File: config.mk
export PLATFORM = sky130hd
export DESIGN_NAME = qau_queue
export DESIGN_NICKNAME = d
export VERILOG_FILES = /design/src/hw/rtl/qau_pkg.sv /design/src/hw/rtl/qau_queue.sv
export SDC_FILE = /design/constraint.sdc
export NUM_CORES = 1
export LEC_CHECK = 0
export ABC_AREA = 1
export BUFFER_PORTS_ARGS = -buffer_cell sky130_fd_sc_hd__buf_2
export CAP_MARGIN = 20
export CORE_MARGIN = 3
export CORE_UTILIZATION = 45
export CTS_CLUSTER_DIAMETER = 150
export CTS_CLUSTER_SIZE = 24
export DETAILED_ROUTE_END_ITERATION = 10
export GPL_ROUTABILITY_DRIVEN = 1
export GPL_TIMING_DRIVEN = 0
export REMOVE_ABC_BUFFERS = 1
export SLEW_MARGIN = 0
export SYNTH_ARGS = -nofsm -noshare
export SYNTH_HDL_FRONTEND = slang
export SYNTH_SLANG_ARGS = --single-unit
File: constraint.sdc
create_clock -name clock -period 16.55 [get_ports clock]
set_input_delay 2.4825 -clock clock [delete_from_list [all_inputs] [get_ports clock]]
set_output_delay 2.4825 -clock clock [all_outputs]
set_load 0.02 [all_outputs]
File: src/hw/rtl/qau_pkg.sv
// shared types, constants and rounding helpers for the quaternion arithmetic unit
package qau_pkg;

   localparam logic [2:0] ACT_MUL = 3'd0;
   localparam logic [2:0] ACT_DIV = 3'd1;
   localparam logic [2:0] ACT_DER = 3'd2;
   localparam logic [2:0] ACT_ROT = 3'd3;
   localparam logic [2:0] ACT_NRM = 3'd4;

   localparam int unsigned QUEUE_DEPTH = 4;
   localparam int unsigned PTR_W       = $clog2(QUEUE_DEPTH);
   localparam int unsigned CNT_W       = $clog2(QUEUE_DEPTH + 1);

   localparam int unsigned DIV_STEPS  = 51;
   localparam int unsigned SQRT_STEPS = 26;
   localparam int unsigned STEP_W     = $clog2(DIV_STEPS);

   localparam logic signed [66:0] ONE_Q48  = 67'sd1 <<< 48;
   localparam logic signed [99:0] HALF_Q24 = 100'sd1 <<< 23;
   localparam logic signed [99:0] HALF_Q25 = 100'sd1 <<< 24;
   localparam logic signed [99:0] HALF_Q48 = 100'sd1 <<< 47;
   localparam logic signed [99:0] SAT_HI   = 100'sd2147483647;
   localparam logic signed [99:0] SAT_LO   = -100'sd2147483648;

   typedef enum logic [2:0] {
      OP_MUL,
      OP_DIV,
      OP_DER,
      OP_ROT,
      OP_NRM,
      OP_NOP
   } op_type;

   typedef enum logic [1:0] {
      RND_Q24,
      RND_Q25,
      RND_Q48
   } rnd_type;

   typedef enum logic [1:0] {
      NRM_IDLE,
      NRM_DIV,
      NRM_SQRT,
      NRM_DONE
   } nrm_state_type;

   typedef struct packed {
      op_type             op;
      logic signed [31:0] lx;
      logic signed [31:0] ly;
      logic signed [31:0] lz;
      logic signed [31:0] lw;
      logic signed [31:0] rx;
      logic signed [31:0] ry;
      logic signed [31:0] rz;
      logic signed [32:0] rw;
   } item_type;

   typedef struct packed {
      logic             start;
      logic             retire;
      logic [64:0]      s;
      logic [3:0][62:0] sq;
   } nrm_cmd_type;

   typedef struct packed {
      logic             done;
      logic [3:0][24:0] mag;
   } nrm_sts_type;

   function automatic logic signed [32:0] sx33(input logic signed [31:0] a);
      sx33 = {a[31], a};
   endfunction

   // round half up by the mode's shift, then clamp to the signed 32-bit range
   function automatic logic signed [31:0] round_sat(input logic signed [99:0] a,
                                                     input rnd_type mode);
      logic signed [99:0] t;
      case (mode)
         RND_Q24: t = (a + HALF_Q24) >>> 24;
         RND_Q25: t = (a + HALF_Q25) >>> 25;
         RND_Q48: t = (a + HALF_Q48) >>> 48;
         default: t = '0;
      endcase
      if (t > SAT_HI) begin
         round_sat = 32'sh7FFFFFFF;
      end else if (t < SAT_LO) begin
         round_sat = 32'sh80000000;
      end else begin
         round_sat = $signed(t[31:0]);
      end
   endfunction

endpackage

File: src/hw/rtl/qau_queue.sv
// short fifo between the decode front and the arithmetic back end
module qau_queue (
   input  logic              clock,
   input  logic              reset,
   input  logic              push_valid,
   input  qau_pkg::item_type push_item,
   output logic              push_ready,
   output logic              pop_valid,
   output qau_pkg::item_type pop_item,
   input  logic              pop_ready
);
   import qau_pkg::*;

   item_type         mem_ff [QUEUE_DEPTH];
   logic [PTR_W-1:0] wr_ptr_ff, wr_ptr_in;
   logic [PTR_W-1:0] rd_ptr_ff, rd_ptr_in;
   logic [CNT_W-1:0] count_ff, count_in;
   logic             push, pop;

   assign push_ready = (count_ff != CNT_W'(QUEUE_DEPTH));
   assign pop_valid  = (count_ff != '0);
   assign pop_item   = mem_ff[rd_ptr_ff];
   assign push       = push_valid && push_ready;
   assign pop        = pop_valid && pop_ready;

   always_comb begin
      wr_ptr_in = wr_ptr_ff;
      rd_ptr_in = rd_ptr_ff;
      count_in  = count_ff;
      if (push) begin
         wr_ptr_in = (wr_ptr_ff == PTR_W'(QUEUE_DEPTH - 1)) ? '0 : wr_ptr_ff + 1'b1;
      end
      if (pop) begin
         rd_ptr_in = (rd_ptr_ff == PTR_W'(QUEUE_DEPTH - 1)) ? '0 : rd_ptr_ff + 1'b1;
      end
      if (push && !pop) begin
         count_in = count_ff + 1'b1;
      end else if (pop && !push) begin
         count_in = count_ff - 1'b1;
      end
   end

   always_ff @(posedge clock) begin
      if (reset) begin
         wr_ptr_ff <= '0;
         rd_ptr_ff <= '0;
         count_ff  <= '0;
      end else begin
         wr_ptr_ff <= wr_ptr_in;
         rd_ptr_ff <= rd_ptr_in;
         count_ff  <= count_in;
      end
   end

   always_ff @(posedge clock) begin
      if (push) begin
         mem_ff[wr_ptr_ff] <= push_item;
      end
   end

endmodule

# Yosys cells after proc, flatten, opt, wreduce, memory -nomap -nowiden
# Memories as Yosys holds them, arrays and structs flattened. A register that Yosys moved wholly into a read port is not among the register bits.
# Cells that the tools add are included.
op_classes:
  add_sub_neg: 4
  eq_ne: 3
  n_mux: 8
  n_reduce_logical: 8
ops:
  columns: ["op", "n"]
  rows:
  - ["$mux 2", 4]
  - ["$mux 3", 2]
  - ["$add 2x1->2 const B", 2]
  - ["$eq 2x2->1 const B", 2]
  - ["$logic_and 1x1->1", 4]
  - ["$add 3x1->3 const B", 1]
  - ["$ne 3x3->1 const B", 1]
  - ["$reduce_bool 3->1", 1]
  - ["$sub 3x1->3 const B", 1]
  - ["$logic_not 1->1", 2]
  - ["$mux 1", 2]
  - ["$reduce_bool 2->1", 1]
totals:
  register_bits: 7
  ram_bits: 1040
  in_bits: 264
  out_inout_bits: 262
  elab_cells: 27
  memories: 1
mem_list:
  columns: ["memory", "depth", "width", "rd", "rd_clocked_by_memory_dff", "write_ports", "line_no", "text"]
  rows:
  - ["mem_ff", 4, 260, 1, 1, 1, "qau_queue.sv:14", "item_type mem_ff [QUEUE_DEPTH];"]

# Depth between registers and ports, before layout
depth:
  word_depth: 6
  depth_mapped: 13
  depth_no_buf: 13

# Worst setup path before layout
# No wires, ideal clock.
synth_path:
  path_type: "input port to flip-flop"
  startpoint: "in push_valid"
  endpoint: "mem mem_ff[0][0] (netlist bit), enable pin"
  setup_ns: 0.887
  arrival_ns: 13.407
  t_required_ns: 15.663
  path_slack_ns: 2.256
  stages: 2
  n_path_buf: 0
  cell_sequence: "nand2_1 nor2_1"
synth_between:
  elab_chain_len: 3
synth_rtl:
  columns: ["item", "line_no", "text"]
  rows:
  - ["from (decl)", "qau_queue.sv:5", "input logic push_valid,"]
  - ["$logic_and 1x1->1", "qau_queue.sv:23", "assign push = push_valid && push_ready;"]
  - ["$mux 1", "qau_queue.sv:56", "if (push) begin"]
  - ["$mux 1 (not written as such)", "qau_queue.sv:57", "mem_ff[wr_ptr_ff] <= push_item;"]
  - ["to (decl)", "qau_queue.sv:14", null]
# No other way between the ends.

==> metrics.yaml <==
die:
  rows: 107
  die_area_mm2: 0.0901
  io_pins: 526
  dieHeight_um: 300
  coreArea_mm2: 0.0855
  die-width_um: 300
  initial_core_util: 0.455
power:
  internal_power_mw: 4.50
  leakagePower_nw: 15.1
  seq_power_share: 0.469
  p_comb_frac: 0.345
  ir_worst_vdd_mv: 0.133
  p_sw_frac: 0.363
  powerDensity_mw_per_mm2: 158
  p_sw_mw: 2.56
  clockPowerShare: 0.186
synthesis:
  ys_types: 22
  synth.most_common_cell: "edfxtp_1"
  synthArstFlopShare: 0
  synth_edf_count: 1040
  synth_cells: 2583
  synthAdderAreaFrac: 0.00244
  postSynthAreaPerCell_um2: 15.1
  synth_xor_area_frac: 0.000225
  ys.warnings.count: 0
  yosysTopAreaCellShare: 0.802
  synth_top_area_cell: "edfxtp_1"
  synth_compound_area_frac: 0.109
  synth_common_cells: "edfxtp_1 (1040), nor2_1 (537), o21ai_0 (482), o22ai_1 (260), clkbuf_1 (66)"
  yosys_most_used_dff: "edfxtp_1"
  ys_top_cells_by_area: "edfxtp_1 (80%), o21ai_0 (6.2%), nor2_1 (5.2%)"
  syn_area_mm2: 0.0390
  synth_top_family_by_area: "compound AO/OA/AOI/OAI gates"
  yosysSeqAreaShare: 0.806
  synth_mux_area_frac: 0
  yosys.area_share.simple: 0.0538
  ys_ff_latch: 1049
clock_network:
  cts_tree: "yes"
  cts_inserted_buffers: 49
  cts.path.max_buffers: 3
  post_cts_buffers: 0
  clkTransAtPathRegs_ns: 0.09
  clock-sinks: 1049
  clkLatencyLatePin_ns: 0.62
  htreeDepth: 2
  hold_buffers: 0
  clock-root-buffer: "clkbuf_16"
  cts_resized: 0
timing:
  hold_viol: 0
  finalSetupViolCount: 0
  rsz0062_at_grt: "no"
  worst_pin_slew_ns: 0.881
  fmax_ghz: 0.160
  fin_crit_ns: 6.25
  post-route-period-util: 0.378
  tns_ns: 0
  drv_slew: 0
  hold_slack_ns: 0.530
  slew-limit-headroom: 0.413
  fin_worst_skew_ns: 0.0190
critical_path:
  criticalPathCategory: "flop to output pin"
  critPathCaptureType: "output pin"
  cp.arrival_ns: 3.77
  required_ns: 14.07
  crit_path_max_fanout: 184
  critPathLaunchType: "flop"
cells_and_area:
  drive_above_1_share: 0.211
  layout-area-overhead-vs-synth_pct: 14.8
  fin_util: 0.523
  fillCellCount: 6972
  finalNetCount: 3316
placement:
  hpwl_um: 57600
  globalplace.congestion: 0.734
  portBuffers: 525
route:
  avgRoutedWirePerCell_um: 21.6
  drtIter0Drc: 1673
  via_count: 23200
  via_per_inst: 5.48
  route.detailed.drc: 0
  firstDrtPassIters: 6
  wl_um: 91400
  postRouteAntennaNets: 0
global_route:
  grt_pass1_wl_um: 136000
  grt_max_degree: 185
  antenna_found_initial: 39
  grt_overflow: 0
  grt_pass1_vias: 23100
  grt_usage: 0.196
status:
  status: "complete, no violations"
hold_path:
  hold_class: "flop to flop"
run:
  cap_viol_max_count: 0
## power groups by stage
stage | Sequential [mW] | Clock [mW] | Combinational, mW
2_1_floorplan | 3.56 | 0 | 1.39
3_3_place_gp | 3.78 | 0 | 2.28
3_5_place_dp | 3.37 | 0 | 2.47
4_1_cts | 3.31 | 1.36 | 2.47
5_1_grt | 3.33 | 1.45 | 2.64
6_report | 3.31 | 1.31 | 2.44
## area by class of cell
cell class / instances / area [µm²] / share of cell area
Timing Repair Buffer: 583 / 3920 / 0.0876
Sequential cell: 1049 / 31400 / 0.703
Tap cell: 1144 / 1430 / 0.0320
Inverter: 16 / 83.8 / 0.00187
Clock buffer: 60 / 1310 / 0.0293
Multi-Input combinational cell: 1346 / 6470 / 0.145
Clock inverter: 2 / 17.5 / 0.000392
Antenna cell: 28 / 70.1 / 0.00157
## path summary, 6_finish.rpt
path | from | to | slack [ns] | depth (start not counted)
setup / recovery | flop | pop_item[192] | 10.30 | 7
hold / removal | rd_ptr_ff[1] | flop | 0.53 | 2
setup reg to reg | count_ff[0] | mem_ff[3][117] | 13.39 | 9
hold reg to reg | rd_ptr_ff[1] | flop | 0.53 | 2
## cells in the final DEF, fill, tap and decap left out, types with 4 or more instances in the layout
cell type	synthesis	routed
buf_16	0	17
inv_1	14	14
o22ai_1	260	260
buf_12	0	41
diode_2	0	28
ha_1	6	6
clkbuf_1	66	9
nand2_1	14	14
dfxtp_1	9	7
nor2_4	0	4
edfxtp_1	1040	1040
o21ai_0	482	482
clkbuf_16	0	51
o21ai_1	39	39
nor2_1	537	533
buf_2	52	525
## per-stage QoR
stage          instances  worst slack, ns  cell area (µm²)  total power [mW]
2_1_floorplan       2411             1.42            37900              4.95
6_report            4228            10.30            44700              7.06
3_3_place_gp        4080           -10.87            42000              6.06
3_5_place_dp        4138            10.86            43300              5.84
4_1_cts             4200            10.13            44600              7.14
5_1_grt             4218             9.95            44700              7.42
## layer usage
metal	global-route usage	routed length, µm
met5	0	161
met4	0.0641	2560
met3	0.0534	6730
met2	0.349	47700
met1	0.231	34300
## worst max-delay path, stage by stage (launching register included)
cell     delay (ns)
dfxtp_4        0.50
buf_16         0.29
inv_16         0.41
buf_16         0.47
buf_16         0.51
o21ai_0        0.21
o22ai_1        0.19
buf_2          0.20
## cell families (layout without fill, tap and decap cells)
logic type / after synthesis / after routing
flip-flops: 1049 / 1049
AO/OA/AOI/OAI: 783 / 783
adder cells (fa/ha/maj): 7 / 7
AND/OR/NAND/NOR: 555 / 555
other: 0 / 28
XOR/XNOR: 1 / 1
buffers and inverters: 188 / 661
## flip-flops by register name (all words and copies together), names as in the netlist, named ones only
signal,cells
count_ff,3
mem_ff,1040
rd_ptr_ff,2
wr_ptr_ff,2
No activity file was read; power rests on OpenSTA's default activity.
