==> config.mk <==
export PLATFORM = sky130hd
export DESIGN_NAME = qau_norm
export DESIGN_NICKNAME = d
export VERILOG_FILES = /design/src/hw/rtl/qau_pkg.sv /design/src/hw/rtl/qau_norm.sv
export SDC_FILE = /design/constraint.sdc
export NUM_CORES = 2
export LEC_CHECK = 0
export BUFFER_PORTS_ARGS = -buffer_cell sky130_fd_sc_hd__buf_2
export CAP_MARGIN = 25
export CORE_UTILIZATION = 60
export CTS_BUF_LIST = sky130_fd_sc_hd__clkbuf_16
export DETAILED_ROUTE_END_ITERATION = 12
export PLACE_DENSITY = 0.86
export SETUP_SLACK_MARGIN = 0.15
export SYNTH_ARGS = -nofsm -noshare
export SYNTH_HDL_FRONTEND = slang
export SYNTH_SLANG_ARGS = --single-unit
==> constraint.sdc <==
create_clock -name clock -period 17.95 [get_ports clock]
set_clock_uncertainty 0.1 [all_clocks]
set_input_delay 1.795 -clock clock [delete_from_list [all_inputs] [get_ports clock]]
set_output_delay 1.795 -clock clock [all_outputs]
set_load 0.1 [all_outputs]
==> src/hw/rtl/qau_pkg.sv <==
// shared types, constants and rounding helpers for the quaternion arithmetic unit
package qau_pkg;

   localparam logic [2:0] ACT_MUL = 3'd0;
   localparam logic [2:0] ACT_DIV = 3'd1;
   localparam logic [2:0] ACT_DER = 3'd2;
   localparam logic [2:0] ACT_ROT = 3'd3;
   localparam logic [2:0] ACT_NRM = 3'd4;

   localparam int unsigned QUEUE_DEPTH = 4;
   localparam int unsigned PTR_W       = $clog2(QUEUE_DEPTH);
   localparam int unsigned CNT_W       = $clog2(QUEUE_DEPTH + 1);

   localparam int unsigned DIV_STEPS  = 51;
   localparam int unsigned SQRT_STEPS = 26;
   localparam int unsigned STEP_W     = $clog2(DIV_STEPS);

   localparam logic signed [66:0] ONE_Q48  = 67'sd1 <<< 48;
   localparam logic signed [99:0] HALF_Q24 = 100'sd1 <<< 23;
   localparam logic signed [99:0] HALF_Q25 = 100'sd1 <<< 24;
   localparam logic signed [99:0] HALF_Q48 = 100'sd1 <<< 47;
   localparam logic signed [99:0] SAT_HI   = 100'sd2147483647;
   localparam logic signed [99:0] SAT_LO   = -100'sd2147483648;

   typedef enum logic [2:0] {
      OP_MUL,
      OP_DIV,
      OP_DER,
      OP_ROT,
      OP_NRM,
      OP_NOP
   } op_type;

   typedef enum logic [1:0] {
      RND_Q24,
      RND_Q25,
      RND_Q48
   } rnd_type;

   typedef enum logic [1:0] {
      NRM_IDLE,
      NRM_DIV,
      NRM_SQRT,
      NRM_DONE
   } nrm_state_type;

   typedef struct packed {
      op_type             op;
      logic signed [31:0] lx;
      logic signed [31:0] ly;
      logic signed [31:0] lz;
      logic signed [31:0] lw;
      logic signed [31:0] rx;
      logic signed [31:0] ry;
      logic signed [31:0] rz;
      logic signed [32:0] rw;
   } item_type;

   typedef struct packed {
      logic             start;
      logic             retire;
      logic [64:0]      s;
      logic [3:0][62:0] sq;
   } nrm_cmd_type;

   typedef struct packed {
      logic             done;
      logic [3:0][24:0] mag;
   } nrm_sts_type;

   function automatic logic signed [32:0] sx33(input logic signed [31:0] a);
      sx33 = {a[31], a};
   endfunction

   // round half up by the mode's shift, then clamp to the signed 32-bit range
   function automatic logic signed [31:0] round_sat(input logic signed [99:0] a,
                                                     input rnd_type mode);
      logic signed [99:0] t;
      case (mode)
         RND_Q24: t = (a + HALF_Q24) >>> 24;
         RND_Q25: t = (a + HALF_Q25) >>> 25;
         RND_Q48: t = (a + HALF_Q48) >>> 48;
         default: t = '0;
      endcase
      if (t > SAT_HI) begin
         round_sat = 32'sh7FFFFFFF;
      end else if (t < SAT_LO) begin
         round_sat = 32'sh80000000;
      end else begin
         round_sat = $signed(t[31:0]);
      end
   endfunction

endpackage

==> src/hw/rtl/qau_norm.sv <==
// normalize engine: per lane, restoring division of q^2 * 2^50 by the squared norm,
// then a digit-by-digit square root of the quotient
module qau_norm (
   input  logic                 clock,
   input  logic                 reset,
   input  qau_pkg::nrm_cmd_type cmd,
   output qau_pkg::nrm_sts_type sts
);
   import qau_pkg::*;

   nrm_state_type     state_ff, state_in;
   logic [STEP_W-1:0] step_ff, step_in;
   logic              load;
   logic [64:0]       s_ff, s_in;
   logic [3:0]        lsb_ff, lsb_in;
   logic [64:0]       rem_ff [4];
   logic [64:0]       rem_in [4];
   logic [51:0]       quo_ff [4];
   logic [51:0]       quo_in [4];
   logic [28:0]       sr_ff [4];
   logic [28:0]       sr_in [4];
   logic [25:0]       root_ff [4];
   logic [25:0]       root_in [4];
   logic [65:0]       div_t [4];
   logic [28:0]       sq_t [4];
   logic [28:0]       trial [4];
   logic [25:0]       rounded [4];

   always_ff @(posedge clock) begin
      if (reset) begin
         state_ff <= NRM_IDLE;
         step_ff  <= '0;
      end else begin
         state_ff <= state_in;
         step_ff  <= step_in;
      end
   end

   always_comb begin
      state_in = state_ff;
      step_in  = step_ff;
      load     = 1'b0;
      case (state_ff)
         NRM_IDLE: begin
            if (cmd.start) begin
               load     = 1'b1;
               step_in  = '0;
               state_in = NRM_DIV;
            end
         end
         NRM_DIV: begin
            if (step_ff == STEP_W'(DIV_STEPS - 1)) begin
               step_in  = '0;
               state_in = NRM_SQRT;
            end else begin
               step_in = step_ff + 1'b1;
            end
         end
         NRM_SQRT: begin
            if (step_ff == STEP_W'(SQRT_STEPS - 1)) begin
               step_in  = '0;
               state_in = NRM_DONE;
            end else begin
               step_in = step_ff + 1'b1;
            end
         end
         NRM_DONE: begin
            if (cmd.retire) begin
               state_in = NRM_IDLE;
            end
         end
         default: begin
            state_in = NRM_IDLE;
         end
      endcase
   end

   always_comb begin
      s_in   = s_ff;
      lsb_in = lsb_ff;
      for (int l = 0; l < 4; l++) begin
         // only the first division step brings in the one nonzero low dividend bit
         div_t[l] = {rem_ff[l], (step_ff == '0) ? lsb_ff[l] : 1'b0};
         sq_t[l]  = {sr_ff[l][26:0], quo_ff[l][51:50]};
         trial[l] = {1'b0, root_ff[l], 2'b01};
         rem_in[l]  = rem_ff[l];
         quo_in[l]  = quo_ff[l];
         sr_in[l]   = sr_ff[l];
         root_in[l] = root_ff[l];
         if (load) begin
            rem_in[l]  = {3'b000, cmd.sq[l][62:1]};
            quo_in[l]  = '0;
            sr_in[l]   = '0;
            root_in[l] = '0;
         end else if (state_ff == NRM_DIV) begin
            if (div_t[l] >= {1'b0, s_ff}) begin
               rem_in[l] = 65'(div_t[l] - {1'b0, s_ff});
               quo_in[l] = {quo_ff[l][50:0], 1'b1};
            end else begin
               rem_in[l] = div_t[l][64:0];
               quo_in[l] = {quo_ff[l][50:0], 1'b0};
            end
         end else if (state_ff == NRM_SQRT) begin
            quo_in[l] = {quo_ff[l][49:0], 2'b00};
            if (sq_t[l] >= trial[l]) begin
               sr_in[l]   = sq_t[l] - trial[l];
               root_in[l] = {root_ff[l][24:0], 1'b1};
            end else begin
               sr_in[l]   = sq_t[l];
               root_in[l] = {root_ff[l][24:0], 1'b0};
            end
         end
      end
      if (load) begin
         s_in = cmd.s;
         for (int l = 0; l < 4; l++) begin
            lsb_in[l] = cmd.sq[l][0];
         end
      end
   end

   always_ff @(posedge clock) begin
      s_ff   <= s_in;
      lsb_ff <= lsb_in;
      for (int l = 0; l < 4; l++) begin
         rem_ff[l]  <= rem_in[l];
         quo_ff[l]  <= quo_in[l];
         sr_ff[l]   <= sr_in[l];
         root_ff[l] <= root_in[l];
      end
   end

   // odd-root floor to nearest-with-ties-away: (root + 1) / 2
   always_comb begin
      sts.done = (state_ff == NRM_DONE);
      for (int l = 0; l < 4; l++) begin
         rounded[l]  = root_ff[l] + 26'd1;
         sts.mag[l]  = rounded[l][25:1];
      end
   end

endmodule

# Word-level counts from Yosys, hierarchy flattened
# Memory sizes are Yosys's and may differ from the RTL's.
# Cells that the tools add are included.
# Widths: inputs -> output; s select.
[totals]
mem_count = 4
elab_cells = 118
out_inout_bits = 101
register_bits = 77
ramBits = 688
[memory_table]
columns = ["name", "words", "width", "rd", "rd_clocked_by_memory_dff", "wr", "line", "rtl"]
rows = [
  ["rem_ff", 4, 65, 4, 0, 4, "qau_norm.sv:16", "logic [64:0] rem_ff [4];"],
  ["quo_ff", 4, 52, 4, 0, 4, "qau_norm.sv:18", "logic [51:0] quo_ff [4];"],
  ["sr_ff", 4, 29, 4, 0, 4, "qau_norm.sv:20", "logic [28:0] sr_ff [4];"],
  ["root_ff", 4, 26, 4, 0, 4, "qau_norm.sv:22", "logic [25:0] root_ff [4];"],
]
[classes]
muxes = 75
reduce_logical = 5
eq_ne = 9
addsub = 13
n_lt_le_gt_ge = 8
[ops]
columns = ["cell", "count"]
rows = [
  ["$mux 65", 12],
  ["$mux 52", 12],
  ["$mux 29", 16],
  ["$mux 26", 12],
  ["$ge 66x65->1", 4],
  ["$sub 65x65->65", 4],
  ["$ge 29x28->1", 4],
  ["$sub 29x28->29", 4],
  ["$add 26x1->26 const B", 4],
  ["$mux 6", 3],
  ["$pmux 6 s3", 1],
  ["$mux 1", 14],
  ["$mux 2", 4],
  ["$ne 2x2->1 const B", 4],
  ["$pmux 2 s4", 1],
  ["$add 6x1->6 const B", 1],
  ["$eq 6x5->1 const B", 1],
  ["$eq 6x6->1 const B", 1],
  ["$logic_not 6->1", 1],
  ["$eq 2x2->1 const B", 2],
  ["$reduce_and 4->1", 1],
  ["$reduce_bool 3->1", 1],
  ["$eq 2x1->1 const B", 1],
  ["$logic_not 2->1", 1],
  ["$reduce_and 2->1", 1],
]

# Depth between registers and ports, before layout
[depth]
word_depth = 6
mapped_depth = 22
ltp_nobuf = 18

# Worst setup path before layout
# No wires, ideal clock.
[synth_path]
kind = "input -> register"
startpoint = "input cmd[318] in the netlist's numbering"
endpoint = "memory rem_ff[2][55], data pin"
path_buffers = 0
path_slack_ps = 9878
arrival_time_ps = 7790
stages = 6
setup_ps = 182
path_cell_list = "nand2_1 -> inv_1 -> nor2_1 -> inv_1 -> o21ai_0 -> a31oi_1"
[synth_lines]
columns = ["element", "line", "rtl"]
rows = [
  ["start: declaration", "qau_norm.sv:6", "input qau_pkg::nrm_cmd_type cmd,"],
  ["end: declaration", "qau_norm.sv:16", ""],
]

==> results.sh <==
export IMPL_hold_path_class="flip-flop to flip-flop"
export IMPL_port_buffers=421
export IMPL_finalHoldViolCount=0
export IMPL_whs_endpoint="sr_ff[3][5]"
export IMPL_rows=110
export IMPL_switching_share_pct=48.4
export IMPL_status="finished clean"
export IMPL_core_area_um2=90300
export IMPL_fillerInstances=7305
export IMPL_sequentialPowerShare_pct=22.5
export IMPL_crit_path_start_kind="flip-flop"
export IMPL_finish_utilization_pct=66.8
export IMPL_synth_area_leaders="edfxtp_1 (17%), dfxtp_1 (16%), ha_1 (8.8%)"
export IMPL_p_int_uw=7040
export IMPL_avgSynthCellArea_um2=8.37
export IMPL_synth_most_common_cell="nor2_1"
export IMPL_yosys_most_used_dff="dfxtp_1"
export IMPL_syn_num_nets=7273
export IMPL_nets=7443
export IMPL_combPwrFrac_pct=64.4
export IMPL_drtIter0Drc=5165
export IMPL_setup_violations=0
export IMPL_max_slew_worst_pin_slew_ps=1170
export IMPL_drt_total_wl_um=163000
export IMPL_crit_type="flip-flop to flip-flop"
export IMPL_netlist_top_cell_by_area="edfxtp_1"
export IMPL_die_area_um2=92700
export IMPL_root_buffer="clkbuf_16"
export IMPL_clock_latency_ps=690
export IMPL_ys_warnings_count=0
export IMPL_io_pins=422
export IMPL_place_gp_congestion=0.981
export IMPL_rsz0062_at_grt="false"
export IMPL_dp_hpwl_um=119000
export IMPL_fin_crit_sh_pct=34.9
export IMPL_first_pass_iters=6
export IMPL_worstReg2RegEnd="rem_ff[2][57]"
export IMPL_cap_violations=0
export IMPL_syn_area_um2=54900
export IMPL_cts_tree="done"
export IMPL_drc_errors=0
export IMPL_p_sw_uw=6600
export IMPL_power_per_cell_area_nw_per_um2=226
export IMPL_grt_first_pass_wirelength_um=256000
export IMPL_fmax_mhz=160
export IMPL_async_flop_share_pct=0
export IMPL_fin_tns_setup_ps=0
export IMPL_rrSetupSlack_ps=11690
export IMPL_grt_start_max_net_pins=239
export IMPL_viasPerCell=6.34
export IMPL_critical_path_arrival_ps=6540
export IMPL_ctsHoldBuffers=0
export IMPL_path_clk_slew_ps=60
export IMPL_cts_sinks=757
export IMPL_cp_max_fo=61
export IMPL_multi_input_area_um2=34100
export IMPL_synth_cells=6562
export IMPL_p_leak_uw=0.0247
export IMPL_p_total_uw=13600
export IMPL_worst_hold_path_num_cells=2
export IMPL_antenna_left=0
export IMPL_die_w_um=304
export IMPL_required_ps=18230
export IMPL_grt_total_usage_pct=34.0
export IMPL_synth_edff_count=317
export IMPL_slew_viol_final=0
export IMPL_cts_resized=0
export IMPL_cts_setup_buffers=0
export IMPL_ir_drop_uv=205
export IMPL_via_count=50705
export IMPL_rr_startpoint="step_ff[0]"
export IMPL_pwr_share_clk_pct=13.2
export IMPL_synth_common_cells="nor2_1 (672), a21oi_1 (609), nand2_1 (544)"
export IMPL_drive_gt1_share_pct=9.38
export IMPL_initial_core_util_pct=60.8
export IMPL_grt_pass1_vias=47710
export IMPL_hold_start="sr_ff[3][5]"
export IMPL_die_h_um=304
export IMPL_routedWlPerCell_um=20.4
export IMPL_yosysSeqAreaShare_pct=33.4
export IMPL_cts_buffers=85
export IMPL_htreeDepth=3
export IMPL_ys_ff_latch=757
export IMPL_grt_antenna_before_repair=19
export IMPL_relSlewSlack_pct=21.8
export IMPL_synth_top_area_share_pct=17.3
export IMPL_r2r_cells=20
export IMPL_min_period_ps=6260
export IMPL_synth_cell_types=86
export IMPL_cp_end_kind="flip-flop"
export IMPL_seqCellArea_um2=18300
export IMPL_clk_path_buf_depth=3
export IMPL_globalRoute_totalOverflow=0
export IMPL_syn_to_final_growth_pct=9.81
power by group through the flow:
stage	Clock, uW	Combinational (uW)	Sequential (uW)
3_5_place_dp	0	8540	3060
6_report	1800	8780	3060
5_1_grt	1880	9670	3130
2_1_floorplan	0	6910	2970
3_3_place_gp	0	8340	3050
4_1_cts	1810	8610	3050
kinds of logic (layout without fill, tap and decap cells):
kind of cell / after synthesis / after routing / synth area share [%]
AO/OA/AOI/OAI: 2073 / 2073 / 23.6
XOR/XNOR: 419 / 419 / 6.68
adder cells (fa/ha/maj): 390 / 390 / 8.94
buffers and inverters: 643 / 883 / 4.61
flip-flops: 757 / 757 / 33.4
multiplexers: 399 / 399 / 7.28
other: 0 / 14 / 0
AND/OR/NAND/NOR: 1881 / 1881 / 15.5
metal layers:
layer  global-route usage (%)  share of wire [%]
met5                        0              0.036
met4                     18.3                5.5
met3                     4.63                7.4
met2                     54.5                 45
met1                     44.5                 42
registers in the layout, summed over array words and instances, names as in the netlist:
register / count
quo_ff: 208
state_ff: 2
rem_ff: 260
sr_ff: 108
s_ff: 65
root_ff: 104
lsb_ff: 4
step_ff: 6
worst max path at each step:
stage / from / endpoint / slack, ps
finish: step_ff[0] / rem_ff[2][57] / 11690
CTS: step_ff[0] / rem_ff[2][57] / 11810
floorplan: cmd[318] / rem_ff[2][55] / 9880
global placement: cmd[318] / rem_ff[0][45] / 11610
global route: step_ff[0] / rem_ff[2][56] / 11370
detailed placement: cmd[318] / rem_ff[0][46] / 11410
layout make-up:
type                       count  share of cell area, %
multi-input combinational   5162                   56.6
timing repair buffer         455                   4.05
tap                         1176                   2.44
inverter                     271                   1.71
sequential                   757                   30.4
clock buffer                  89                   3.69
antenna                       14                 0.0581
clock inverter                68                   1.01
worst max-delay path: stages (launching register included):
cell and delay, ps:
dfxtp_1 360, inv_1 100, ha_1 130, nor4bb_2 450, buf_4 290, nand2_1 80, ha_1 210, fa_1 410
nand2b_1 180, a211oi_1 300, o31a_1 200, or3_1 110, nand3_1 150, o32ai_1 300, o21a_1 260, a31oi_1 230
o41ai_4 550, buf_4 780, nor2_1 400, a22oi_1 220, o21ai_0 120
metrics by stage:
step	area, um^2	cells	hold slack [ps]	setup WS, ps
after floorplan	54900	6562	346	9880
after global placement	57400	7818	371	11610
after detailed placement	57400	7818	377	11410
after CTS	60200	7975	389	11810
after global routing	60300	7990	417	11370
final	60300	7992	388	11690
cell usage in the layout, fill, tap and decap left out, types with 284 or more instances in the layout:
master,Yosys,routed
nor2_1,672,672
a21oi_1,609,608
nand2_1,544,542
o21ai_0,533,533
dfxtp_1,440,440
buf_2,34,421
mux2i_1,397,397
ha_1,386,383
edfxtp_1,317,317
inv_1,271,284
Power figures use the tool's default switching activity.
