File: config.mk
export PLATFORM = sky130hd
export DESIGN_NAME = qau_front_flat
export DESIGN_NICKNAME = d
export VERILOG_FILES = /design/src/hw/rtl/qau_pkg.sv /design/src/hw/rtl/qau_chan_if.sv /design/src/hw/rtl/qau_front.sv /design/src/flat_wrapper.sv
export SDC_FILE = /design/constraint.sdc
export NUM_CORES = 1
export LEC_CHECK = 0
export BUFFER_PORTS_ARGS = -buffer_cell sky130_fd_sc_hd__buf_2
export CAP_MARGIN = 20
export CORE_AREA = 5 5 201 203
export DETAILED_ROUTE_END_ITERATION = 8
export DIE_AREA = 0 0 206 208
export GPL_TIMING_DRIVEN = 0
export SLEW_MARGIN = 20
export SYNTH_ARGS = -nofsm -noshare
export SYNTH_HDL_FRONTEND = slang
export SYNTH_SLANG_ARGS = --single-unit
export TNS_END_PERCENT = 5
File: constraint.sdc
create_clock -name vclk -period 9.5
set_clock_uncertainty 0.15 [all_clocks]
set_input_delay 2.375 -clock vclk [all_inputs]
set_output_delay 2.375 -clock vclk [all_outputs]
set_load 0.02 [all_outputs]
File: src/hw/rtl/qau_pkg.sv
// shared types, constants and rounding helpers for the quaternion arithmetic unit
package qau_pkg;

   localparam logic [2:0] ACT_MUL = 3'd0;
   localparam logic [2:0] ACT_DIV = 3'd1;
   localparam logic [2:0] ACT_DER = 3'd2;
   localparam logic [2:0] ACT_ROT = 3'd3;
   localparam logic [2:0] ACT_NRM = 3'd4;

   localparam int unsigned QUEUE_DEPTH = 4;
   localparam int unsigned PTR_W       = $clog2(QUEUE_DEPTH);
   localparam int unsigned CNT_W       = $clog2(QUEUE_DEPTH + 1);

   localparam int unsigned DIV_STEPS  = 51;
   localparam int unsigned SQRT_STEPS = 26;
   localparam int unsigned STEP_W     = $clog2(DIV_STEPS);

   localparam logic signed [66:0] ONE_Q48  = 67'sd1 <<< 48;
   localparam logic signed [99:0] HALF_Q24 = 100'sd1 <<< 23;
   localparam logic signed [99:0] HALF_Q25 = 100'sd1 <<< 24;
   localparam logic signed [99:0] HALF_Q48 = 100'sd1 <<< 47;
   localparam logic signed [99:0] SAT_HI   = 100'sd2147483647;
   localparam logic signed [99:0] SAT_LO   = -100'sd2147483648;

   typedef enum logic [2:0] {
      OP_MUL,
      OP_DIV,
      OP_DER,
      OP_ROT,
      OP_NRM,
      OP_NOP
   } op_type;

   typedef enum logic [1:0] {
      RND_Q24,
      RND_Q25,
      RND_Q48
   } rnd_type;

   typedef enum logic [1:0] {
      NRM_IDLE,
      NRM_DIV,
      NRM_SQRT,
      NRM_DONE
   } nrm_state_type;

   typedef struct packed {
      op_type             op;
      logic signed [31:0] lx;
      logic signed [31:0] ly;
      logic signed [31:0] lz;
      logic signed [31:0] lw;
      logic signed [31:0] rx;
      logic signed [31:0] ry;
      logic signed [31:0] rz;
      logic signed [32:0] rw;
   } item_type;

   typedef struct packed {
      logic             start;
      logic             retire;
      logic [64:0]      s;
      logic [3:0][62:0] sq;
   } nrm_cmd_type;

   typedef struct packed {
      logic             done;
      logic [3:0][24:0] mag;
   } nrm_sts_type;

   function automatic logic signed [32:0] sx33(input logic signed [31:0] a);
      sx33 = {a[31], a};
   endfunction

   // round half up by the mode's shift, then clamp to the signed 32-bit range
   function automatic logic signed [31:0] round_sat(input logic signed [99:0] a,
                                                     input rnd_type mode);
      logic signed [99:0] t;
      case (mode)
         RND_Q24: t = (a + HALF_Q24) >>> 24;
         RND_Q25: t = (a + HALF_Q25) >>> 25;
         RND_Q48: t = (a + HALF_Q48) >>> 48;
         default: t = '0;
      endcase
      if (t > SAT_HI) begin
         round_sat = 32'sh7FFFFFFF;
      end else if (t < SAT_LO) begin
         round_sat = 32'sh80000000;
      end else begin
         round_sat = $signed(t[31:0]);
      end
   endfunction

endpackage

File: src/hw/rtl/qau_chan_if.sv
// valid/ready channel interfaces for requests and responses
interface qau_req_if;
   logic               valid;
   logic               ready;
   logic [2:0]         action;
   logic signed [31:0] left_x;
   logic signed [31:0] left_y;
   logic signed [31:0] left_z;
   logic signed [31:0] left_w;
   logic signed [31:0] right_x;
   logic signed [31:0] right_y;
   logic signed [31:0] right_z;
   logic signed [31:0] right_w;

   modport source (output valid, action, left_x, left_y, left_z, left_w,
                   right_x, right_y, right_z, right_w, input ready);
   modport sink (input valid, action, left_x, left_y, left_z, left_w,
                 right_x, right_y, right_z, right_w, output ready);
endinterface


File: src/hw/rtl/qau_front.sv
// request decode: maps the action code to an operation and conditions the right scalar
module qau_front (
   qau_req_if.sink           req_chan,
   output logic              push_valid,
   output qau_pkg::item_type push_item,
   input  logic              push_ready
);
   import qau_pkg::*;

   logic signed [32:0] rw_ext;

   assign rw_ext         = sx33(req_chan.right_w);
   assign push_valid     = req_chan.valid;
   assign req_chan.ready = push_ready;

   always_comb begin
      push_item.lx = req_chan.left_x;
      push_item.ly = req_chan.left_y;
      push_item.lz = req_chan.left_z;
      push_item.lw = req_chan.left_w;
      push_item.rx = req_chan.right_x;
      push_item.ry = req_chan.right_y;
      push_item.rz = req_chan.right_z;
      case (req_chan.action)
         ACT_MUL: begin
            push_item.op = OP_MUL;
            push_item.rw = rw_ext;
         end
         ACT_DIV: begin
            // conjugate scalar, kept one bit wider so the most negative value negates
            push_item.op = OP_DIV;
            push_item.rw = -rw_ext;
         end
         ACT_DER: begin
            push_item.op = OP_DER;
            push_item.rw = '0;
         end
         ACT_ROT: begin
            push_item.op = OP_ROT;
            push_item.rw = '0;
         end
         ACT_NRM: begin
            push_item.op = OP_NRM;
            push_item.rw = '0;
         end
         default: begin
            push_item.op = OP_NOP;
            push_item.rw = '0;
         end
      endcase
   end

endmodule

File: src/flat_wrapper.sv
// flat-port wrapper written by rule: the top's interface ports become plain ports
module qau_front_flat import qau_pkg::*;
  (push_valid, push_item, push_ready, req_chan_valid, req_chan_action, req_chan_left_x, req_chan_left_y, req_chan_left_z, req_chan_left_w, req_chan_right_x, req_chan_right_y, req_chan_right_z, req_chan_right_w, req_chan_ready);
  qau_req_if req_chan_i ();
  output logic push_valid;
  output qau_pkg::item_type push_item;
  input  logic push_ready;
  input wire logic [$bits(req_chan_i.valid)-1:0] req_chan_valid;
  input wire logic [$bits(req_chan_i.action)-1:0] req_chan_action;
  input wire logic [$bits(req_chan_i.left_x)-1:0] req_chan_left_x;
  input wire logic [$bits(req_chan_i.left_y)-1:0] req_chan_left_y;
  input wire logic [$bits(req_chan_i.left_z)-1:0] req_chan_left_z;
  input wire logic [$bits(req_chan_i.left_w)-1:0] req_chan_left_w;
  input wire logic [$bits(req_chan_i.right_x)-1:0] req_chan_right_x;
  input wire logic [$bits(req_chan_i.right_y)-1:0] req_chan_right_y;
  input wire logic [$bits(req_chan_i.right_z)-1:0] req_chan_right_z;
  input wire logic [$bits(req_chan_i.right_w)-1:0] req_chan_right_w;
  output wire logic [$bits(req_chan_i.ready)-1:0] req_chan_ready;
  assign req_chan_i.valid = req_chan_valid;
  assign req_chan_i.action = req_chan_action;
  assign req_chan_i.left_x = req_chan_left_x;
  assign req_chan_i.left_y = req_chan_left_y;
  assign req_chan_i.left_z = req_chan_left_z;
  assign req_chan_i.left_w = req_chan_left_w;
  assign req_chan_i.right_x = req_chan_right_x;
  assign req_chan_i.right_y = req_chan_right_y;
  assign req_chan_i.right_z = req_chan_right_z;
  assign req_chan_i.right_w = req_chan_right_w;
  assign req_chan_ready = req_chan_i.ready;
  qau_front u_core (.req_chan(req_chan_i), .push_valid(push_valid), .push_item(push_item), .push_ready(push_ready));
endmodule
Word level (Yosys, flattened, before mapping)

Index checks and enable logic that the tools add are counted.

Bits in registers: 0
Input port bits: 261

Multiplexer cells: 2
Eq/ne operators: 4
Add/sub/neg operators: 1
Reduce and logical (&&, ||, !) cells: 1

Operators with widths:

| kind                                                                   | number |
|---|---|
| 33-bit one-hot mux with 2 select lines                                 | 1 |
| 32-bit negator with 33-bit output                                      | 1 |
| 3-bit one-hot mux with 5 select lines                                  | 1 |
| 3-bit by 2-bit equality test with 1-bit output (second input constant) | 2 |
| 3-bit by 1-bit equality test with 1-bit output (second input constant) | 1 |
| 3-bit equality test (second input constant)                            | 1 |
| 3-bit logical NOT                                                      | 1 |

Logic depth before layout (Yosys ltp)

Gate-level depths: netlist (run 1).

Word-level depth: 2
Mapped depth: 8
Mapped depth without buffers: 6

Worst setup path before layout (run 1)

Ideal clock, no wire load.

Path type: input-to-output
Start point: input req_chan_right_w[0]
End point: output push_item[26] in the netlist's numbering
Cell stages on the path: 8
Data required time: 6975 ps
Path slack: 2512 ps
Buffers on the path: 2
Arrival time: 4463 ps
Cells stage by stage: inv_1 > ha_1 > or4b_1 > clkbuf_2 > or4_4 > buf_6 > o31ai_4 > mux2i_1

RTL lines:

| element         | line               | RTL |
|---|---|---|
| start, declared | flat_wrapper.sv:17 | `input wire logic [$bits(req_chan_i.right_w)-1:0] req_chan_right_w;` |
| end, declared   | flat_wrapper.sv:6  | `output qau_pkg::item_type push_item;` |

==> results.txt, run 1 <==
Ys Warns = 0
DR vias/cell = 3.10
Leakage = 0.00267 uW
Starting Density = 0.0758
GR Util All Layers = 0.0772
Most numerous cell in the Yosys netlist = buf_4
Register area = 0 um2
GPL Wtd Cong = 0.789
Maximum capacitance violations = 0
CP Capture Type = primary output
Hold Path End = push_item[83]
Final hold viol count = 0
IO Port Bufs = 294
Fmax = 136 MHz
Sequential cells = 0
Syn nets = 681
Core area = 0.0383 mm2
Post-DRT Antenna Nets = 0
FILL cells = 4395
Setup Fix Bufs, Post-CTS = 0
Post-synth cell types = 41
WHS Path Cells = 2
Layout cell share with drive strength beyond 1 = 0.748
Drt pass-1 iters = 4
Seq/Total Area, Yosys = 0
Area growth syn-to-layout = 73.1%
Slew Limit Fails = 0
Gate Count Post-Synth = 419
Net count of the finished layout = 977
Remaining Overflow, GRT = 0
Worst VDD drop = 0.0135 mV
Synth Area per Inst = 6.93 um2
Die Area = 0.0428 mm2
Post-CTS Resized = 0
Worst setup startpoint = req_chan_right_w[0]
Outcome = finished, final reports clean
First-pass GRT wire length = 25.2 mm
# setup viols final = 0
Worst Hold Class = in2out
Die width = 206 um
Routed len/inst = 15.7 um
Die height = 208 um
# DRC = 0
Detailed Place HPWL = 17.9 mm
Crit Path Max Fanout = 7
Largest net degree at the start of global routing = 11
Hold path start = req_chan_right_y[18]
CLK BUF = 0
Mapped Area = 0.00290 mm2
Initial drt markers = 131
Overall Power = 264 uW
Synth top area cells = buf_4 (58%), mux2i_1 (4.1%), or3_1 (3.0%), nand2_1 (2.7%), nor2_1 (2.7%)
Crit start category = input pin
Number of global-route vias before repair = 3712
Row Count = 72
Synth cell count leaders = buf_4 (226), nand2_1 (21), nor2_1 (21), clkbuf_1 (14), or3_1 (14)
Hold-fix buffers, CTS = 0
Synth area leader = buf_4
Fin crit share = 0.772
Via count = 3816
Pwr dens = 52.5 mW/mm2
IO Pins = 523
RSZ-0062 raised after global routing = false
Worst endpoint data arrival time = 4.81 ns
Yosys top cell area share = 0.584
Initial antenna violation count = 15
Slew @ Worst Pin = 0.861 ns
TNS Setup = 0 ns
CP required = 6.98 ns
Final WL = 19.3 mm
Minimum clock period = 7.34 ns
Area of the multi-input gates = 0.00110 mm2
Kind of critical path = in2out
Slew Limit Headroom = 0.426
[worst max-delay path by stage]
stage,end,slack (ns),cells after the start
finish,push_item[28],2.16,9
global route,push_item[28],1.96,9
CTS,push_item[28],2.12,9
detailed placement,push_item[28],2.12,9
global placement,push_item[28],2.14,9
floorplan,push_item[26],2.51,8
[metrics by stage]
stage               worst slack, ns  utilization  hold slack (ns)  cells  area [um2]
finish                         2.16        0.131             4.82   1232        5020
global route                   1.96        0.131             4.82   1231        5020
CTS                            2.12        0.131             4.82   1231        5020
detailed placement             2.12        0.131             4.82   1231        5020
global placement               2.14        0.131             4.82   1231        5020
floorplan                      2.51            -             4.71    419        2900
[layer usage]
layer  vias up  routed length, um  GRT usage
li1       1775                  -          -
met4        18                116          0
met5         -                 91          0
met1      1700               6070     0.0748
met2       293              10000      0.153
met3        30               2980     0.0402
[report_power, final]
part | total (uW) | switching [uW] | internal [uW] | leakage, uW
Clock | 0.0000141 | 0 | 0.0000141 | 0.00000000634
Combinational | 264 | 148 | 116 | 0.00267
Sequential | 0 | 0 | 0 | 0
Total | 264 | 148 | 116 | 0.00267
[cells by family after synthesis]
kind of cell             count (synthesis)  share of synthesized area
adder cells (fa/ha/maj)                  1                    0.00431
multiplexers                            12                     0.0414
AO/OA/AOI/OAI                           45                      0.119
buffers and inverters                  250                      0.621
XOR/XNOR                                11                     0.0332
AND/OR/NAND/NOR                        100                      0.181
[cell type report]
| cell class | count | share of cell area |
|---|---|---|
| buffer | 244 | 0.354 |
| timing repair buffer | 294 | 0.293 |
| tap | 518 | 0.129 |
| multi-input combinational | 169 | 0.219 |
| inverter | 6 | 0.00448 |
| antenna | 1 | 0.000498 |
[layout by cell type (no fill, tap or decap), drive strengths merged]
master	Yosys	routed
a2111o	2	2
a21oi	10	10
a221oi	1	1
a31o	1	1
a31oi	5	5
a41oi	1	1
and2	1	1
and3	2	2
buf	229	523
clkbuf	15	15
diode	0	1
ha	1	1
inv	6	6
mux2i	12	12
nand2	21	21
nand2b	1	1
nand3	4	4
nand4	2	2
nor2	21	21
nor2b	2	2
nor3	8	8
nor4	12	12
o211ai	1	1
o21ai	10	10
o22ai	2	2
o311ai	2	2
o31ai	6	6
o41ai	4	4
or2	2	2
or3	15	15
or4	7	7
or4b	2	2
xnor2	4	4
xor2	7	7
[worst max-delay path: stages]
cell	delay [ns]
buf_2	0.12
inv_1	0.09
ha_1	0.20
or4b_1	0.43
clkbuf_2	0.18
nor4_1	0.67
a31o_2	0.28
mux2i_1	0.20
buf_2	0.26
Note: power is estimated with default switching activity, not from simulation.
==> run 2, diff against run 1 <==
ABC_AREA = 1   (was not set)
CORE_AREA = 5 5 202 204   (was 5 5 201 203)
DIE_AREA = 0 0 207 209   (was 0 0 206 208)
clock period = 7.65 ns   (was 9.5 ns; I/O delays follow)
==> results.txt, run 2 <==
Outcome = finished, final reports clean
Synth Area in Simple Gates = 0.307 (+0.125)
Synth area leader = buf_4
Die width = 207 um (+0.49%)
Maximum capacitance violations = 0 (unchanged)
Remaining Overflow, GRT = 0 (unchanged)
Slew Limit Headroom = 0.676 (+0.250)
Largest family of logic cells by synthesized area = buffers and inverters
Post-place setup slack = 2.04 ns (-0.0820 ns)
Mux contribution to synthesized area = 0 (-0.0414)
Compound-Gate Fraction of Synth Area = 0.0644 (-0.0541)
Crit start category = input pin
Routed len/inst = 13.5 um (-14%)
Sequential cells = 0 (unchanged)
RSZ-0062 raised after global routing = false
Crit Path Max Fanout = 6 (-1)
Die height = 209 um (+0.48%)
Leakage = 0.00297 uW (+11%)
# DRC = 0 (unchanged)
Syn nets = 790 (+16%)
Seq/Total Area, Yosys = 0 (unchanged)
Setup Fix Bufs, Post-CTS = 0 (unchanged)
Core area = 0.0391 mm2 (+2.1%)
Via count = 3998 (+4.8%)
Slew Limit Fails = 0 (unchanged)
Starting Density = 0.0775 (+0.00170)
Worst endpoint data arrival time = 3.49 ns (-1.32 ns)
IO Pins = 523 (unchanged)
# setup viols final = 0 (unchanged)
Net count of the finished layout = 1089 (+11%)
Die Area = 0.0433 mm2 (+0.97%)
Synth Area per Inst = 5.74 um2 (-17%)
Final WL = 18.2 mm (-5.8%)
Worst Hold Class = in2out
Synth cell count leaders = buf_4 (227), nand2_1 (109), nor2_1 (59), inv_1 (33), nand3_1 (31)
Final hold viol count = 0 (unchanged)
PnR worst setup slack = 2.10 ns (-0.0592 ns)
Synth top area cells = buf_4 (56%), nand2_1 (14%), nor2_1 (7.3%), nand3_1 (5.1%), inv_1 (4.1%)
CLK BUF = 0 (unchanged)
CP required = 5.59 ns (-1.39 ns)
Most numerous cell in the Yosys netlist = buf_4
Slew @ Worst Pin = 0.484 ns (-0.377 ns)
Final core utilization = 0.132 (+0.00117)
CP Capture Type = primary output
GPL Wtd Cong = 0.872 (+11%)
Number of global-route vias before repair = 3993 (+7.6%)
Hold-fix buffers, CTS = 0 (unchanged)
Commonest non-fill, non-tap cell in the layout = buf_2
Row Count = 73 (+1.4%)
Highest-count cells in the layout ignoring fill and taps = buf_2 (300), buf_4 (227), nand2_1 (109), nor2_1 (59), inv_1 (33)
Layout cell share with drive strength beyond 1 = 0.665 (-0.0821)
Area growth syn-to-layout = 70.8%
Minimum clock period = 5.55 ns
Post-DRT Antenna Nets = 0 (unchanged)
Fin crit share = 0.725
Fmax = 180 MHz
Kind of critical path = in2out
Detailed Place HPWL = 17.1 mm (-4.3%)
Post-CTS Resized = 0 (unchanged)
XOR/XNOR Fraction of Synth Area = 0.00289 (-0.0303)
Initial drt markers = 154 (+18%)
Gate Count Post-Synth = 528 (+26%)
Post-synth cell types = 26 (-37%)
Register area = 0 um2 (unchanged)
IO Port Bufs = 297 (+1.0%)
Ys Warns = 0 (unchanged)
Overall Power = 314 uW (+19%)
TNS Setup = 0 ns (unchanged)
DR vias/cell = 2.96 (-4.5%)
Yosys top cell area share = 0.562 (-0.0221)
Mapped Area = 0.00303 mm2 (+4.4%)
Worst VDD drop = 0.0169 mV (+25%)
Largest net degree at the start of global routing = 11 (unchanged)
Pwr dens = 60.7 mW/mm2 (+16%)
Initial antenna violation count = 7 (-8)
First-pass GRT wire length = 25.1 mm (-0.41%)
Drt pass-1 iters = 4 (unchanged)
Post-synthesis adder-cell area fraction = 0.00413 (-0.000182)
GR Util All Layers = 0.0743 (-0.00292)
## run 2: cell types whose count changed after synthesis, moves of 7 or more
cell,change
inv_2,+7
nor2_1,+38
nand2_1,+88
clkbuf_1,-13
nand3_1,+27
mux2i_1,-12
or3_1,-14
inv_1,+27
o21ai_1,+15
nor4_1,-12
## run 2: report_power, final
part | switching (uW) | total [uW] | internal [uW]
Combinational | 176 | 314 | 138
Sequential | 0 | 0 | 0
Clock | 0 | 0.0000178 | 0.0000178
Total | 176 | 314 | 138
## run 2: per-layer routing
| metal | GRT usage | up-vias | wire length (um) |
|---|---|---|---|
| li1 | - | 2000 | - |
| met4 | 0.00935 | 12 | 297 |
| met1 | 0.0684 | 1699 | 5610 |
| met5 | 0 | - | 63 |
| met2 | 0.145 | 267 | 9770 |
| met3 | 0.0429 | 20 | 2440 |
## run 2: metrics by stage
stage                     hold WS, ns  instance area, um2  std cells
after global routing             3.90                5170       1350
after CTS                        3.89                5170       1350
after global placement           3.90                5170       1350
final                            3.89                5180       1351
after detailed placement         3.89                5170       1350
after floorplan                  3.75                3030        528
## run 2: cells by family after synthesis
kind of cell	count (synthesis)
simple gates	217
buf+inv	272
fa+ha+maj	1
xor+xnor	1
compound gates	37
## run 2: cell type report
class                           instances  area, um2
Antenna cell                            1       2.50
Multi-Input combinational cell        256       1150
Buffer                                232       1730
Tap cell                              525        657
Inverter                               40        150
Fill cell                            4557      33900
Timing Repair Buffer                  297       1490
## run 2: path summary, 6_finish.rpt
check	start	end	slack (ns)	cells past startpoint
max	req_chan_right_w[0]	push_item[28]	2.10	10
min	req_chan_right_y[4]	push_item[69]	3.89	2
## run 2: worst max-delay path: stages
cell and delay (ns):
buf_2 0.10, inv_1 0.14, ha_1 0.26, nand3_2 0.14, nor2_4 0.23, nand2_1 0.20
o21ai_1 0.17, nand3_1 0.08, nand2_1 0.07, buf_2 0.17
==> run 3, diff against run 2 <==
CORE_AREA = 5 5 201 203   (was 5 5 202 204)
DIE_AREA = 0 0 206 208   (was 0 0 207 209)
clock period = 4.6 ns   (was 7.65 ns; I/O delays follow)
==> results.txt, run 3 (synthesized netlist as in run 2, its figures left out) <==
Outcome = finished, final reports clean
Row Count = 72 (-1.4%)
Post-DRT Antenna Nets = 0 (unchanged)
Area growth syn-to-layout = 70.4%
Fmax = 250 MHz
Sequential cells = 0 (unchanged)
Initial drt markers = 217 (+41%)
GR Util All Layers = 0.0787 (+0.00437)
Remaining Overflow, GRT = 0 (unchanged)
DR vias/cell = 3.03 (+2.4%)
Drt pass-1 iters = 4 (unchanged)
IO Port Bufs = 297 (unchanged)
RSZ-0062 raised after global routing = false
Net count of the finished layout = 1089 (unchanged)
Hold-fix buffers, CTS = 0 (unchanged)
IO Pins = 523 (unchanged)
First-pass GRT wire length = 25.6 mm (+2.1%)
Die width = 206 um (-0.48%)
Maximum capacitance violations = 0 (unchanged)
Routed len/inst = 14.5 um (+7.5%)
# DRC = 0 (unchanged)
Die Area = 0.0428 mm2 (-0.96%)
CLK BUF = 0 (unchanged)
Leakage = 0.00297 uW (about the same)
Core area = 0.0383 mm2 (-2.1%)
Slew Limit Fails = 0 (unchanged)
Post-CTS Resized = 0 (unchanged)
Slew Limit Headroom = 0.787 (+0.111)
Largest net degree at the start of global routing = 11 (unchanged)
Fin crit share = 0.870
GPL Wtd Cong = 0.845 (-3.2%)
Crit Path Max Fanout = 6 (unchanged)
Minimum clock period = 4.00 ns
Kind of critical path = in2out
Number of global-route vias before repair = 3947 (-1.2%)
Commonest non-fill, non-tap cell in the layout = buf_2
Worst VDD drop = 0.0306 mV (+81%)
Via count = 4071 (+1.8%)
Worst endpoint data arrival time = 2.70 ns (-0.79 ns)
Die height = 208 um (-0.48%)
Diodes inserted = 0 (-1)
Pwr dens = 102 mW/mm2 (+68%)
Worst Hold Class = in2out
Final hold viol count = 0 (unchanged)
Final core utilization = 0.135 (+0.00249)
Final WL = 19.4 mm (+6.9%)
Crit start category = input pin
Highest-count cells in the layout ignoring fill and taps = buf_2 (300), buf_4 (227), nand2_1 (109), nor2_1 (59), inv_1 (33)
Starting Density = 0.0792 (+0.00163)
Layout cell share with drive strength beyond 1 = 0.665 (unchanged)
Initial antenna violation count = 13 (+6)
CP Capture Type = primary output
# setup viols final = 0 (unchanged)
TNS Setup = 0 ns (unchanged)
Setup Fix Bufs, Post-CTS = 0 (unchanged)
Slew @ Worst Pin = 0.319 ns (-0.166 ns)
Detailed Place HPWL = 18.2 mm (+6.6%)
Register area = 0 um2 (unchanged)
CP required = 3.30 ns (-2.29 ns)
[run 3: final cells by class]
type                       instances  area [um2]
buffer                           232        1730
fill                            4468       33100
inverter                          40         150
multi-input combinational        256        1150
tap                              518         648
timing repair buffer             297        1490
[run 3: worst paths after layout]
path,start,to,depth (start not counted)
max,req_chan_right_w[0],push_item[16],10
min,req_chan_right_y[16],push_item[81],2
[run 3: power breakdown]
part | switching [uW] | leakage (uW) | internal (uW)
sequential | 0 | 0 | 0
clock | 0 | 0 | 0
combinational | 297 | 0.00297 | 230
[run 3: stage by stage]
stage          cells  total power (uW)  hold WS (ns)  setup WS, ns  cell area (um2)
2_1_floorplan    528               358          2.23         0.978             3030
3_3_place_gp    1343               531          2.37         0.610             5160
3_5_place_dp    1343               533          2.37         0.566             5160
4_1_cts         1343               534          2.37         0.567             5160
5_1_grt         1343               563          2.37         0.405             5160
6_report        1343               526          2.37         0.598             5160
[run 3: per-layer routing]
layer | routed length [um] | up-vias | global-route usage
met5 | 34 | - | 0
met4 | 143 | 6 | 0
met3 | 2090 | 26 | 0.0204
met2 | 10400 | 294 | 0.161
met1 | 6750 | 1745 | 0.0841
li1 | - | 2000 | -
[run 3: worst max-delay path, cell delays in order]
cell	delay (ns)
buf_2	0.11
inv_1	0.13
ha_1	0.25
nand3_2	0.14
nor2_4	0.22
nand2_1	0.16
nand2_1	0.09
nand2_1	0.05
o21ai_1	0.17
buf_2	0.24
